[src/rtl/e2e1_pkg.sv]
// shared types, codes and the crc-8 helpers for the e2e profile 1 frame checker
// no dependencies; imported by the top, front and back modules of the block

package e2e1_pkg;

	localparam logic [7:0] CRC_POLY = 8'h1D;

	localparam int CFG_ADDR_W = 3;
	localparam int CFG_DATA_W = 16;

	localparam logic [CFG_ADDR_W-1:0] REG_DATA_ID           = 3'd0;
	localparam logic [CFG_ADDR_W-1:0] REG_DATA_LENGTH       = 3'd1;
	localparam logic [CFG_ADDR_W-1:0] REG_CRC_OFFSET        = 3'd2;
	localparam logic [CFG_ADDR_W-1:0] REG_COUNTER_OFFSET    = 3'd3;
	localparam logic [CFG_ADDR_W-1:0] REG_MAX_DELTA_COUNTER = 3'd4;
	localparam logic [CFG_ADDR_W-1:0] REG_SYNC_COUNTER_INIT = 3'd5;

	typedef enum logic [2:0] {
		ST_OK            = 3'd0,
		ST_OKSOMELOST    = 3'd1,
		ST_WRONGCRC      = 3'd2,
		ST_REPEATED      = 3'd3,
		ST_WRONGSEQUENCE = 3'd4,
		ST_SYNC          = 3'd5,
		ST_INITIAL       = 3'd6,
		ST_ERROR         = 3'd7
	} status_t;

	typedef struct packed {
		logic [7:0] crc_id;
		logic [7:0] data_length;
		logic [7:0] crc_offset;
		logic [7:0] counter_offset;
		logic [3:0] max_delta_counter;
		logic [7:0] sync_counter_init;
	} cfg_t;

	// what the front hands over at each frame end
	typedef struct packed {
		logic       short_frame;
		logic       crc_ok;
		logic [3:0] counter;
	} frame_rec_t;

	typedef struct packed {
		status_t    status;
		logic [3:0] counter;
	} result_t;

	function automatic logic [7:0] crc8_byte(input logic [7:0] crc, input logic [7:0] b);
		logic [7:0] c;
		c = crc ^ b;
		for (int k = 0; k < 8; k++) begin
			if (c[7]) begin
				c = {c[6:0], 1'b0} ^ CRC_POLY;
			end else begin
				c = {c[6:0], 1'b0};
			end
		end
		return c;
	endfunction

	// crc over the id, low byte first; linear in the id bits, so it flattens to xor trees
	function automatic logic [7:0] crc8_id(input logic [15:0] id);
		return crc8_byte(crc8_byte(8'h00, id[7:0]), id[15:8]);
	endfunction

endpackage

[src/rtl/e2e_profile1_frame_checker_top.sv]
// Receive-side e2e profile 1 checker. Bytes of a pdu enter one per cycle through a
// push/full queue interface, frame_end flagging the last byte; each frame end yields
// one status and counter on the empty/pop result side. The front end takes a byte
// every cycle (crc-8 0x1D over id and protected bytes, one unrolled byte step per
// cycle) and hands a frame record to a short queue; the back end judges one record
// per cycle while the result queue has room and writes it, so input only stalls when
// the frame queue is full. A record waits in the frame queue and its result in the
// result queue before it shows on the result ports. Configuration must be written
// via cfg_we/cfg_addr/cfg_wdata only while the block is idle; nothing enforces it.
// depends on e2e1_pkg, e2e1_fifo, e2e1_front, e2e1_back

module e2e_profile1_frame_checker_top
	import e2e1_pkg::*;
#(
	parameter int FRAME_QUEUE_DEPTH  = 4,
	parameter int RESULT_QUEUE_DEPTH = 2
) (
	input  logic                  clk,
	input  logic                  arst_n,
	input  logic                  cfg_we,
	input  logic [CFG_ADDR_W-1:0] cfg_addr,
	input  logic [CFG_DATA_W-1:0] cfg_wdata,
	input  logic                  push,
	output logic                  full,
	input  logic [7:0]            data_byte,
	input  logic                  frame_end,
	output logic                  empty,
	input  logic                  pop,
	output logic [2:0]            check_status,
	output logic [3:0]            received_counter
);

	cfg_t       cfg_q;
	logic       accept;
	logic       rec_valid;
	frame_rec_t rec_in;
	frame_rec_t rec_out;
	logic       frq_empty;
	logic       rq_full;
	logic       take;
	result_t    res_in;
	result_t    res_out;

	// the id is kept only as its crc, worked out when written
	always_ff @(posedge clk or negedge arst_n) begin
		if (!arst_n) begin
			cfg_q.crc_id            <= crc8_id(16'h0000);
			cfg_q.data_length       <= 8'd8;
			cfg_q.crc_offset        <= 8'd0;
			cfg_q.counter_offset    <= 8'd1;
			cfg_q.max_delta_counter <= 4'd1;
			cfg_q.sync_counter_init <= 8'd0;
		end else if (cfg_we) begin
			case (cfg_addr)
				REG_DATA_ID:           cfg_q.crc_id            <= crc8_id(cfg_wdata);
				REG_DATA_LENGTH:       cfg_q.data_length       <= cfg_wdata[7:0];
				REG_CRC_OFFSET:        cfg_q.crc_offset        <= cfg_wdata[7:0];
				REG_COUNTER_OFFSET:    cfg_q.counter_offset    <= cfg_wdata[7:0];
				REG_MAX_DELTA_COUNTER: cfg_q.max_delta_counter <= cfg_wdata[3:0];
				REG_SYNC_COUNTER_INIT: cfg_q.sync_counter_init <= cfg_wdata[7:0];
				default: ;
			endcase
		end
	end

	assign accept = push && !full;

	e2e1_front u_front (
		.clk       (clk),
		.arst_n    (arst_n),
		.cfg       (cfg_q),
		.accept    (accept),
		.data_byte (data_byte),
		.frame_end (frame_end),
		.rec_valid (rec_valid),
		.rec       (rec_in)
	);

	e2e1_fifo #(
		.WIDTH ($bits(frame_rec_t)),
		.DEPTH (FRAME_QUEUE_DEPTH)
	) u_frame_queue (
		.clk     (clk),
		.arst_n  (arst_n),
		.wr_en   (rec_valid),
		.wr_data (rec_in),
		.full    (full),
		.rd_en   (take),
		.rd_data (rec_out),
		.empty   (frq_empty)
	);

	assign take = !frq_empty && !rq_full;

	e2e1_back u_back (
		.clk    (clk),
		.arst_n (arst_n),
		.cfg    (cfg_q),
		.take   (take),
		.rec    (rec_out),
		.res    (res_in)
	);

	e2e1_fifo #(
		.WIDTH ($bits(result_t)),
		.DEPTH (RESULT_QUEUE_DEPTH)
	) u_result_queue (
		.clk     (clk),
		.arst_n  (arst_n),
		.wr_en   (take),
		.wr_data (res_in),
		.full    (rq_full),
		.rd_en   (pop),
		.rd_data (res_out),
		.empty   (empty)
	);

	assign check_status     = res_out.status;
	assign received_counter = res_out.counter;

endmodule

[src/rtl/e2e1_fifo.sv]
// small first-word-fall-through queue of flip-flops
// generic; used for the frame queue and the result queue

module e2e1_fifo #(
	parameter int WIDTH = 8,
	parameter int DEPTH = 4
) (
	input  logic             clk,
	input  logic             arst_n,
	input  logic             wr_en,
	input  logic [WIDTH-1:0] wr_data,
	output logic             full,
	input  logic             rd_en,
	output logic [WIDTH-1:0] rd_data,
	output logic             empty
);

	localparam int PTR_W = (DEPTH > 1) ? $clog2(DEPTH) : 1;
	localparam int CNT_W = $clog2(DEPTH + 1);
	localparam logic [PTR_W-1:0] LAST_PTR = PTR_W'(DEPTH - 1);
	localparam logic [CNT_W-1:0] FULL_CNT = CNT_W'(DEPTH);

	logic [WIDTH-1:0] mem_q [DEPTH];
	logic [PTR_W-1:0] wr_ptr_q;
	logic [PTR_W-1:0] rd_ptr_q;
	logic [CNT_W-1:0] count_q;
	logic             do_wr;
	logic             do_rd;

	assign full    = (count_q == FULL_CNT);
	assign empty   = (count_q == '0);
	assign do_wr   = wr_en && !full;
	assign do_rd   = rd_en && !empty;
	assign rd_data = mem_q[rd_ptr_q];

	always_ff @(posedge clk) begin
		if (do_wr) begin
			mem_q[wr_ptr_q] <= wr_data;
		end
	end

	always_ff @(posedge clk or negedge arst_n) begin
		if (!arst_n) begin
			wr_ptr_q <= '0;
			rd_ptr_q <= '0;
			count_q  <= '0;
		end else begin
			if (do_wr) begin
				wr_ptr_q <= (wr_ptr_q == LAST_PTR) ? '0 : wr_ptr_q + 1'b1;
			end
			if (do_rd) begin
				rd_ptr_q <= (rd_ptr_q == LAST_PTR) ? '0 : rd_ptr_q + 1'b1;
			end
			if (do_wr && !do_rd) begin
				count_q <= count_q + 1'b1;
			end else if (do_rd && !do_wr) begin
				count_q <= count_q - 1'b1;
			end
		end
	end

endmodule

[src/rtl/e2e1_front.sv]
// front end: byte position, crc accumulation and counter capture per item
// depends on e2e1_pkg; emits one frame record at each frame end

module e2e1_front
	import e2e1_pkg::*;
(
	input  logic       clk,
	input  logic       arst_n,
	input  cfg_t       cfg,
	input  logic       accept,
	input  logic [7:0] data_byte,
	input  logic       frame_end,
	output logic       rec_valid,
	output frame_rec_t rec
);

	logic [7:0] pos_q;
	logic [7:0] acc_q;
	logic [7:0] rx_crc_q;
	logic [3:0] cnt_q;

	logic       first;
	logic [7:0] acc_n;
	logic [7:0] rx_crc_n;
	logic [3:0] cnt_n;
	logic [8:0] byte_count;

	assign first = (pos_q == '0);

	always_comb begin
		// a new frame restarts from the crc of the id
		acc_n    = first ? cfg.crc_id : acc_q;
		rx_crc_n = first ? 8'h00 : rx_crc_q;
		cnt_n    = first ? 4'h0 : cnt_q;
		if (pos_q == cfg.crc_offset) begin
			rx_crc_n = data_byte;
		end else if (pos_q < cfg.data_length) begin
			acc_n = crc8_byte(acc_n, data_byte);
		end
		if (pos_q == cfg.counter_offset) begin
			cnt_n = data_byte[3:0];
		end
	end

	// nine bits, so a saturated position still never reads as short
	assign byte_count = {1'b0, pos_q} + 9'd1;

	assign rec_valid       = accept && frame_end;
	assign rec.short_frame = (byte_count < {1'b0, cfg.data_length});
	assign rec.crc_ok      = (acc_n == rx_crc_n);
	assign rec.counter     = cnt_n;

	always_ff @(posedge clk or negedge arst_n) begin
		if (!arst_n) begin
			pos_q <= '0;
		end else if (accept) begin
			if (frame_end) begin
				pos_q <= '0;
			end else if (pos_q != 8'hFF) begin
				pos_q <= pos_q + 8'd1;
			end
		end
	end

	always_ff @(posedge clk) begin
		if (accept) begin
			acc_q    <= acc_n;
			rx_crc_q <= rx_crc_n;
			cnt_q    <= cnt_n;
		end
	end

endmodule

[src/rtl/e2e1_back.sv]
// back end: counter sequence judgement, one record per cycle on take
// depends on e2e1_pkg; fed from the frame queue, writes the result queue

module e2e1_back
	import e2e1_pkg::*;
(
	input  logic       clk,
	input  logic       arst_n,
	input  cfg_t       cfg,
	input  logic       take,
	input  frame_rec_t rec,
	output result_t    res
);

	logic [3:0] last_q;
	logic       awaiting_q;
	logic [7:0] resync_q;

	logic [4:0] delta_wide;
	logic [3:0] delta;
	logic       adopt;
	logic       load_resync;
	logic       dec_resync;

	// delta modulo 15, the counter runs 0..14
	assign delta_wide = (rec.counter >= last_q) ?
		{1'b0, rec.counter} - {1'b0, last_q} :
		5'd15 + {1'b0, rec.counter} - {1'b0, last_q};
	assign delta = delta_wide[3:0];

	always_comb begin
		adopt       = 1'b0;
		load_resync = 1'b0;
		dec_resync  = 1'b0;
		res.counter = rec.counter;
		if (rec.short_frame) begin
			res.status  = ST_ERROR;
			res.counter = 4'h0;
		end else if (!rec.crc_ok) begin
			res.status = ST_WRONGCRC;
		end else if (awaiting_q) begin
			res.status = ST_INITIAL;
			adopt      = 1'b1;
		end else if (delta == 4'h0) begin
			res.status = ST_REPEATED;
		end else if (delta > cfg.max_delta_counter) begin
			res.status  = ST_WRONGSEQUENCE;
			adopt       = 1'b1;
			load_resync = 1'b1;
		end else if (resync_q != '0) begin
			res.status = ST_SYNC;
			adopt      = 1'b1;
			dec_resync = 1'b1;
		end else begin
			res.status = (delta == 4'h1) ? ST_OK : ST_OKSOMELOST;
			adopt      = 1'b1;
		end
	end

	always_ff @(posedge clk or negedge arst_n) begin
		if (!arst_n) begin
			last_q     <= '0;
			awaiting_q <= 1'b1;
			resync_q   <= '0;
		end else if (take) begin
			if (adopt) begin
				last_q <= rec.counter;
			end
			if (awaiting_q && adopt) begin
				awaiting_q <= 1'b0;
				resync_q   <= '0;
			end else if (load_resync) begin
				resync_q <= cfg.sync_counter_init;
			end else if (dec_resync) begin
				resync_q <= resync_q - 8'd1;
			end
		end
	end

endmodule

[config.mk]
export PLATFORM = sky130hd
export DESIGN_NAME = e2e_profile1_frame_checker_top
export DESIGN_NICKNAME = d
export VERILOG_FILES = /design/src/rtl/e2e1_pkg.sv /design/src/rtl/e2e_profile1_frame_checker_top.sv /design/src/rtl/e2e1_fifo.sv /design/src/rtl/e2e1_front.sv /design/src/rtl/e2e1_back.sv
export SDC_FILE = /design/constraint.sdc
export NUM_CORES = 1
export LEC_CHECK = 0
export BUFFER_PORTS_ARGS = -buffer_cell sky130_fd_sc_hd__buf_2
export CORE_UTILIZATION = 45
export DETAILED_ROUTE_END_ITERATION = 6
export PLACE_DENSITY = 0.73
export SYNTH_ARGS = -nofsm -noshare
export SYNTH_HDL_FRONTEND = slang
export SYNTH_HIERARCHICAL = 1
export SYNTH_SLANG_ARGS = --single-unit
[constraint.sdc]
create_clock -name clk -period 10.05 [get_ports clk]
set_input_delay 2.01 -clock clk [delete_from_list [all_inputs] [get_ports clk]]
set_output_delay 2.01 -clock clk [all_outputs]
set_load 0.02 [all_outputs]
==> results of run 1 <==
worst register-to-register path, stage by stage (launching register included):
cell and delay [ps]:
dfrtp_1 600, mux4_2 580, inv_1 120, ha_1 170, inv_1 50, fa_1 480, a211o_1 260, a21oi_1 250
o31ai_2 120, a21oi_1 140, nand2_1 80, ha_1 330, a21oi_1 300, a31oi_1 90, a211oi_2 270, o311ai_4 200
o2111ai_2 460, o21bai_1 190, mux2i_1 90
power groups by stage:
stage,clock network [mW],logic (mW),registers (mW)
floorplan,0,1.72,0.913
global placement,0,2.01,0.965
finish,0.615,2.07,0.964
global route,0.652,2.27,0.991
CTS,0.629,2.06,0.965
detailed placement,0,2.04,0.973
cell type report:
cell class | instances | area [sq um]
clock buffers | 20 | 479
flip-flops and latches | 134 | 3650
repair buffers | 44 | 230
fillers | 1619 | 8760
well taps | 229 | 287
inverters | 50 | 188
clock inverters | 12 | 110
multi-input cells | 513 | 4320
cells in the final DEF, fill, tap and decap left out, drive strengths merged, types with 10 or more instances in the layout:
| cell | Yosys | final |
|---|---|---|
| xor2 | 38 | 38 |
| nand4b | 10 | 10 |
| ha | 33 | 33 |
| mux2i | 26 | 26 |
| nand3 | 25 | 25 |
| mux2 | 52 | 52 |
| clkbuf | 10 | 20 |
| nand2 | 45 | 45 |
| a21oi | 20 | 20 |
| o21ai | 33 | 33 |
| nor2b | 26 | 26 |
| o22ai | 14 | 14 |
| dfrtp | 72 | 72 |
| nor2 | 18 | 18 |
| buf | 19 | 44 |
| inv | 49 | 56 |
| edfxtp | 58 | 58 |
| xnor2 | 55 | 55 |
through the flow:
stage | power [mW] | std cells
floorplan | 2.63 | 726
global placement | 2.97 | 970
detailed placement | 3.01 | 970
CTS | 3.65 | 1002
global route | 3.91 | 1002
finish | 3.65 | 1002
routing by layer:
layer | wire length, um | up-vias | part of all wire, % | track usage, %
met4 | 172 | 0 | 1.0 | 7.13
li1 | - | 2646 | - | -
met3 | 605 | 17 | 3.6 | 4.20
met5 | 0 | - | 0 | 0
met1 | 7690 | 2722 | 45 | 24.6
met2 | 8470 | 124 | 50 | 32.5
cells by family after synthesis:
kind of cell	after synthesis	share of synthesized area, %
AOI/OAI and AO/OA	102	8.57
xor gates and xnor gates	102	12.6
adders and majority gates	36	5.69
buffers and inverters	79	4.17
DFF	134	43.9
muxes	84	12.0
and+or+nand+nor	189	13.0
state kept, by name (all words and copies together) (netlist names), 3 cells and up:
name	cells
cfg_q	44
u_frame_queue/mem_q	24
u_result_queue/mem_q	14
u_back/resync_q	8
u_front/acc_q	8
u_front/pos_q	8
u_front/rx_crc_q	8
u_back/last_q	4
u_front/cnt_q	4
u_frame_queue/count_q	3
Yosys cell counts, drive strengths merged (4+ instances only):
| library cell | count |
|---|---|
| a21o | 4 |
| a21oi | 20 |
| and2 | 9 |
| and3 | 6 |
| buf | 19 |
| clkbuf | 10 |
| dfrtp | 72 |
| dfstp | 4 |
| edfxtp | 58 |
| ha | 33 |
| inv | 49 |
| mux2 | 52 |
| mux2i | 26 |
| mux4 | 6 |
| nand2 | 45 |
| nand2b | 9 |
| nand3 | 25 |
| nand4 | 7 |
| nand4b | 10 |
| nor2 | 18 |
| nor2b | 26 |
| nor3 | 9 |
| nor3b | 5 |
| nor4 | 8 |
| o21a | 7 |
| o21ai | 33 |
| o22ai | 14 |
| or4 | 4 |
| xnor2 | 55 |
| xnor3 | 6 |
| xor2 | 38 |
worst min-delay path by stage:
stage | slack (ps) | from | end | cells past startpoint
after global routing | 510 | u_back/last_q[2] | u_back/last_q[2] | 1
after CTS | 490 | u_back/last_q[3] | u_back/last_q[3] | 1
final | 490 | u_back/last_q[2] | u_back/last_q[2] | 1
after floorplan | 460 | u_result_queue/wr_ptr_q | u_result_queue/wr_ptr_q | 1
after global placement | 480 | u_result_queue/wr_ptr_q | u_result_queue/wr_ptr_q | 1
after detailed placement | 480 | u_back/last_q[2] | u_back/last_q[2] | 1
==> impl_metrics.yaml, run 1 <==
run_status:
  status: "completed"
global_route:
  overflow: 0
  grt_pass1_vias: 5415
  grt_antenna_before_repair: 0
  grtUsageTotal_pct: 19.4
  grt_pass1_wl_um: 27900
  grt_start_max_net_pins: 77
cells_and_area:
  synthToLayoutAreaGrowth_pct: 11.5
  nets: 829
  post_route_cells_drive_above_1_share_pct: 20.8
  final_util_pct: 51.4
  n_antenna_cell: 0
  final_area_sq_mm: 0.00927
clock_tree:
  clk_pin_slew_ps: 60
  ctsHtreeMaxLevel: 4
  cts_sinks: 134
  cts-buffers-inserted: 17
  post_cts_resized: 0
  cts_tree: "done"
  root_buffer: "clkbuf_16"
  insertion_delay_ps: 420
  post_cts_buffers: 0
  cts_hold_buf: 0
  cts_max_path_buffers: 2
power_and_ir_drop:
  comb_power_share_pct: 56.7
  p_switching_mw: 1.51
  powerDensity_mw_per_mm2: 394
  leakage_nw: 4.00
  pwr-share-clk_pct: 16.9
  p_sw_share_pct: 41.4
  seqPwrFrac_pct: 26.4
  internal_power_mw: 2.13
  ir_drop_uv: 228
sta:
  slew_violations: 0
  finalSetupViolCount: 0
  finalClockSkew_ps: 11.1
  period_minus_slack_ps: 4910
  fmax_mhz: 203
  fin_crit_sh_pct: 48.9
  worst_pin_slew_ps: 1190
  timing.final.ws_setup_ps: 5140
  relSlewSlack_pct: 20.0
  setup_tns_ps: 0
  hold_violations: 0
  rsz0062_at_grt: "no"
  worst_hold_slack_ps: 489
synth:
  synth_top_area_share_pct: 21.7
  async_reset_ff_share_pct: 56.7
  ys_warn_count: 6
  synth_area_sq_mm: 0.00831
  synth_top_cell_by_area: "dfrtp_1"
  synth_edf_count: 58
  ys_seq_area_share_pct: 43.9
  synthesis.nets: 795
  post_synth.cell_area_avg_sq_um: 11.4
  synth.area.top_cells: "dfrtp_1 22%, edfxtp_1 21%, mux2_2 5.6%, xnor2_1 5.5%, ha_1 5.0%"
  ys.flop_type: "dfrtp_1"
  synth_seq_cells: 134
  synth.distinct_cells: 78
  syn_inst: 726
critical_path:
  r2r_slack_ps: 5140
  crit_buf_inv: 2
  crit_path_max_fanout: 9
  critPathCaptureType: "register"
  cp_data_required_time_ps: 10360
  path_cells: "mux4_2 > inv_1 > ha_1 > inv_1 > fa_1 > a211o_1 > a21oi_1 > o31ai_2 > a21oi_1 > nand2_1 > ha_1 > a21oi_1 > a31oi_1 > a211oi_2 > o311ai_4 > o2111ai_2 > o21bai_1 > mux2i_1"
  cpMaxStageDelayCell: "dfrtp_1"
  path_delay_family: "compound AO/OA/AOI/OAI gates"
  cp.depth: 18
  r2r-end: "u_back/resync_q[0]"
  max_stage_delay_ps: 600
  cp.arrival_ps: 5220
  crit_start: "u_frame_queue/rd_ptr_q[0]"
  critical-path-top-cell-by-count: "a21oi_1"
  cp-endpoint: "u_back/resync_q[0]"
  timing.rr.start: "u_frame_queue/rd_ptr_q[0]"
  rr_worst_depth: 18
  cp-start-kind: "register"
  worstSetupPathType: "reg2reg"
route:
  antenna_left: 0
  drt-total-wl_um: 16900
  route.detailed.drc: 0
  wl_per_cell_um: 16.9
  vias: 5509
  drt-vias-per-instance: 5.50
  first_pass_iters: 4
  drtIter0Drc: 393
place:
  io_buffers: 41
  dp_hpwl_um: 12200
  dpl_worst_slack_ps: 5170
  globalplace.congestion: 0.847
  place_area_sq_mm: 0.00868
die:
  initial_core_util_pct: 46.1
  io_pins: 42
  core_area_sq_mm: 0.0180
  die_h_um: 138
  die_area_sq_mm: 0.0190
  rows: 49
  die_w_um: 138
worst_hold_path:
  min_path_type: "reg2reg"
job:
  drv_cap: 0
Power figures use the tool's default switching activity.
==> run 2, diff against run 1 <==
--- a/config.mk
+++ b/config.mk
@@ -8,7 +8,7 @@
 export BUFFER_PORTS_ARGS = -buffer_cell sky130_fd_sc_hd__buf_2
 export CORE_UTILIZATION = 45
 export DETAILED_ROUTE_END_ITERATION = 6
-export PLACE_DENSITY = 0.73
+export PLACE_DENSITY = 0.75
 export SYNTH_ARGS = -nofsm -noshare
 export SYNTH_HDL_FRONTEND = slang
 export SYNTH_HIERARCHICAL = 1
==> constraint.sdc (replaced) <==
create_clock -name clk -period 4.3 [get_ports clk]
set_input_delay 0.86 -clock clk [delete_from_list [all_inputs] [get_ports clk]]
set_output_delay 0.86 -clock clk [all_outputs]
set_load 0.02 [all_outputs]
==> impl_metrics.yaml, run 2 (same netlist as run 1, synthesis figures left out) <==
run_status:
  status: "completed"
route:
  drt-total-wl_um: 17700
  drtIter0Drc: 380
  top_layer_used: "met4"
  first_pass_iters: 5
  wl_per_cell_um: 17.4
  vias: 5588
  antenna_left: 0
  wl_met3_um: 531
  route.detailed.drc: 0
  dr_wl_met2_um: 8950
  drt-vias-per-instance: 5.47
  drt-met1-wl_um: 8180
die:
  die_area_sq_mm: 0.0190
  initial_core_util_pct: 46.1
  die_w_um: 138
  core_area_sq_mm: 0.0180
  rows: 49
  die_h_um: 138
  io_pins: 42
critical_path:
  r2r-end: "u_back/resync_q[3]"
  worstSetupPathType: "reg2reg"
  cp-start-kind: "register"
  max_stage_delay_ps: 550
  cp.arrival_ps: 4390
  timing.rr.start: "u_frame_queue/rd_ptr_q[0]"
  r2r_slack_ps: 180
  path_delay_family: "compound AO/OA/AOI/OAI gates"
  cp_data_required_time_ps: 4570
  cp.depth: 18
  crit_buf_inv: 4
  critPathCaptureType: "register"
  critical-path-top-cell-by-count: "a21oi_2"
  cpMaxStageDelayCell: "mux4_2"
  rr_worst_depth: 18
  path_cells: "mux4_2 > inv_2 > ha_1 > inv_1 > fa_1 > a211o_1 > a21oi_2 > o31ai_2 > a21oi_1 > nand2_1 > ha_4 > a21oi_2 > buf_4 > o311ai_4 > nand3_4 > buf_6 > mux2i_2 > o22ai_1"
  crit_path_max_fanout: 7
  cp-endpoint: "u_back/resync_q[3]"
  crit_start: "u_frame_queue/rd_ptr_q[0]"
worst_hold_path:
  min_path_type: "reg2reg"
  hp-start: "cfg_q[35]"
sta:
  worst_hold_slack_ps: 503
  relSlewSlack_pct: 18.5
  finalSetupViolCount: 0
  period_minus_slack_ps: 4120
  finalClockSkew_ps: 11.8
  worst_pin_slew_ps: 1210
  slew_violations: 0
  fin_crit_sh_pct: 95.7
  fmax_mhz: 243
  setup_tns_ps: 0
  hold_violations: 0
clock_tree:
  insertion_delay_ps: 420
  cts_tree: "done"
  ctsHtreeMaxLevel: 4
  cts-buffers-inserted: 17
  cts_max_path_buffers: 2
  cts_hold_buf: 0
  clk_pin_slew_ps: 50
  root_buffer: "clkbuf_16"
  cts_sinks: 134
power_and_ir_drop:
  ir_drop_uv: 571
  power_mw: 8.82
  leakage_nw: 4.08
  powerDensity_mw_per_mm2: 934
cells_and_area:
  synthToLayoutAreaGrowth_pct: 13.6
  layout.cells.most_common_list: "72 x dfrtp_1, 58 x edfxtp_1, 52 x xnor2_1, 48 x inv_1, 43 x nand2_1"
  final_util_pct: 52.4
  final_area_sq_mm: 0.00944
  post_route_cells_drive_above_1_share_pct: 23.2
  nets: 848
  top_regs: "cfg_q x44, u_frame_queue/mem_q x24, u_result_queue/mem_q x14"
  top_register: "cfg_q"
  final_common_cell: "dfrtp_1"
  largest_reg_flops: 44
  n_antenna_cell: 0
global_route:
  grt_start_max_net_pins: 77
  grt_pass1_wl_um: 28800
  grt_pass1_vias: 5544
  overflow: 0
  grtUsageTotal_pct: 20.0
  grt_antenna_before_repair: 0
place:
  dp_hpwl_um: 12600
  io_buffers: 41
  place_area_sq_mm: 0.00881
  globalplace.congestion: 0.832
job:
  drv_cap: 0
[run 2: what timing repair did]
action                                  CTS  global route
gates cloned                              0             0
endpoints found under the setup margin    6            11
hold endpoints to repair                  0             0
gates resized for setup                   1             6
pin swaps                                 2             5
setup buffers                             1             3
[run 2: metal layers]
metal  track usage (%)  vias to the layer above
li1                  -                     2684
met4              3.86                        0
met3              4.28                        4
met1              25.9                     2794
met5                 0                        -
met2              34.4                      106
[run 2: per-stage QoR]
step | cells | setup slack (ps)
finish | 1021 | 184
global placement | 985 | 158
global route | 1021 | -20.7
CTS | 1018 | 4.97
floorplan | 726 | 30.4
detailed placement | 985 | -24.5
[run 2: layout make-up]
type                       instances  area (sq um)
inverter                          50           188
fill                            1572          8580
multi-input combinational        513          4360
timing repair buffer              63           377
clock buffer                      23           479
sequential                       134          3650
clock inverter                     9          98.8
tap                              229           287
[run 2: report_power, final]
group          total, mW  switching (mW)  leakage [nW]  internal [mW]
Clock               1.42           0.522         0.279          0.897
Combinational       5.17            2.81          2.33           2.37
Sequential          2.23           0.294          1.47           1.93
Total               8.82            3.62          4.08           5.20
[run 2: worst min-delay path by stage]
stage	endpoint	slack, ps	depth (start not counted)
global placement	u_result_queue/wr_ptr_q	480	1
finish	cfg_q[35]	500	1
detailed placement	u_back/last_q[2]	480	1
global route	cfg_q[35]	520	1
CTS	u_result_queue/wr_ptr_q	510	1
floorplan	u_result_queue/wr_ptr_q	460	1
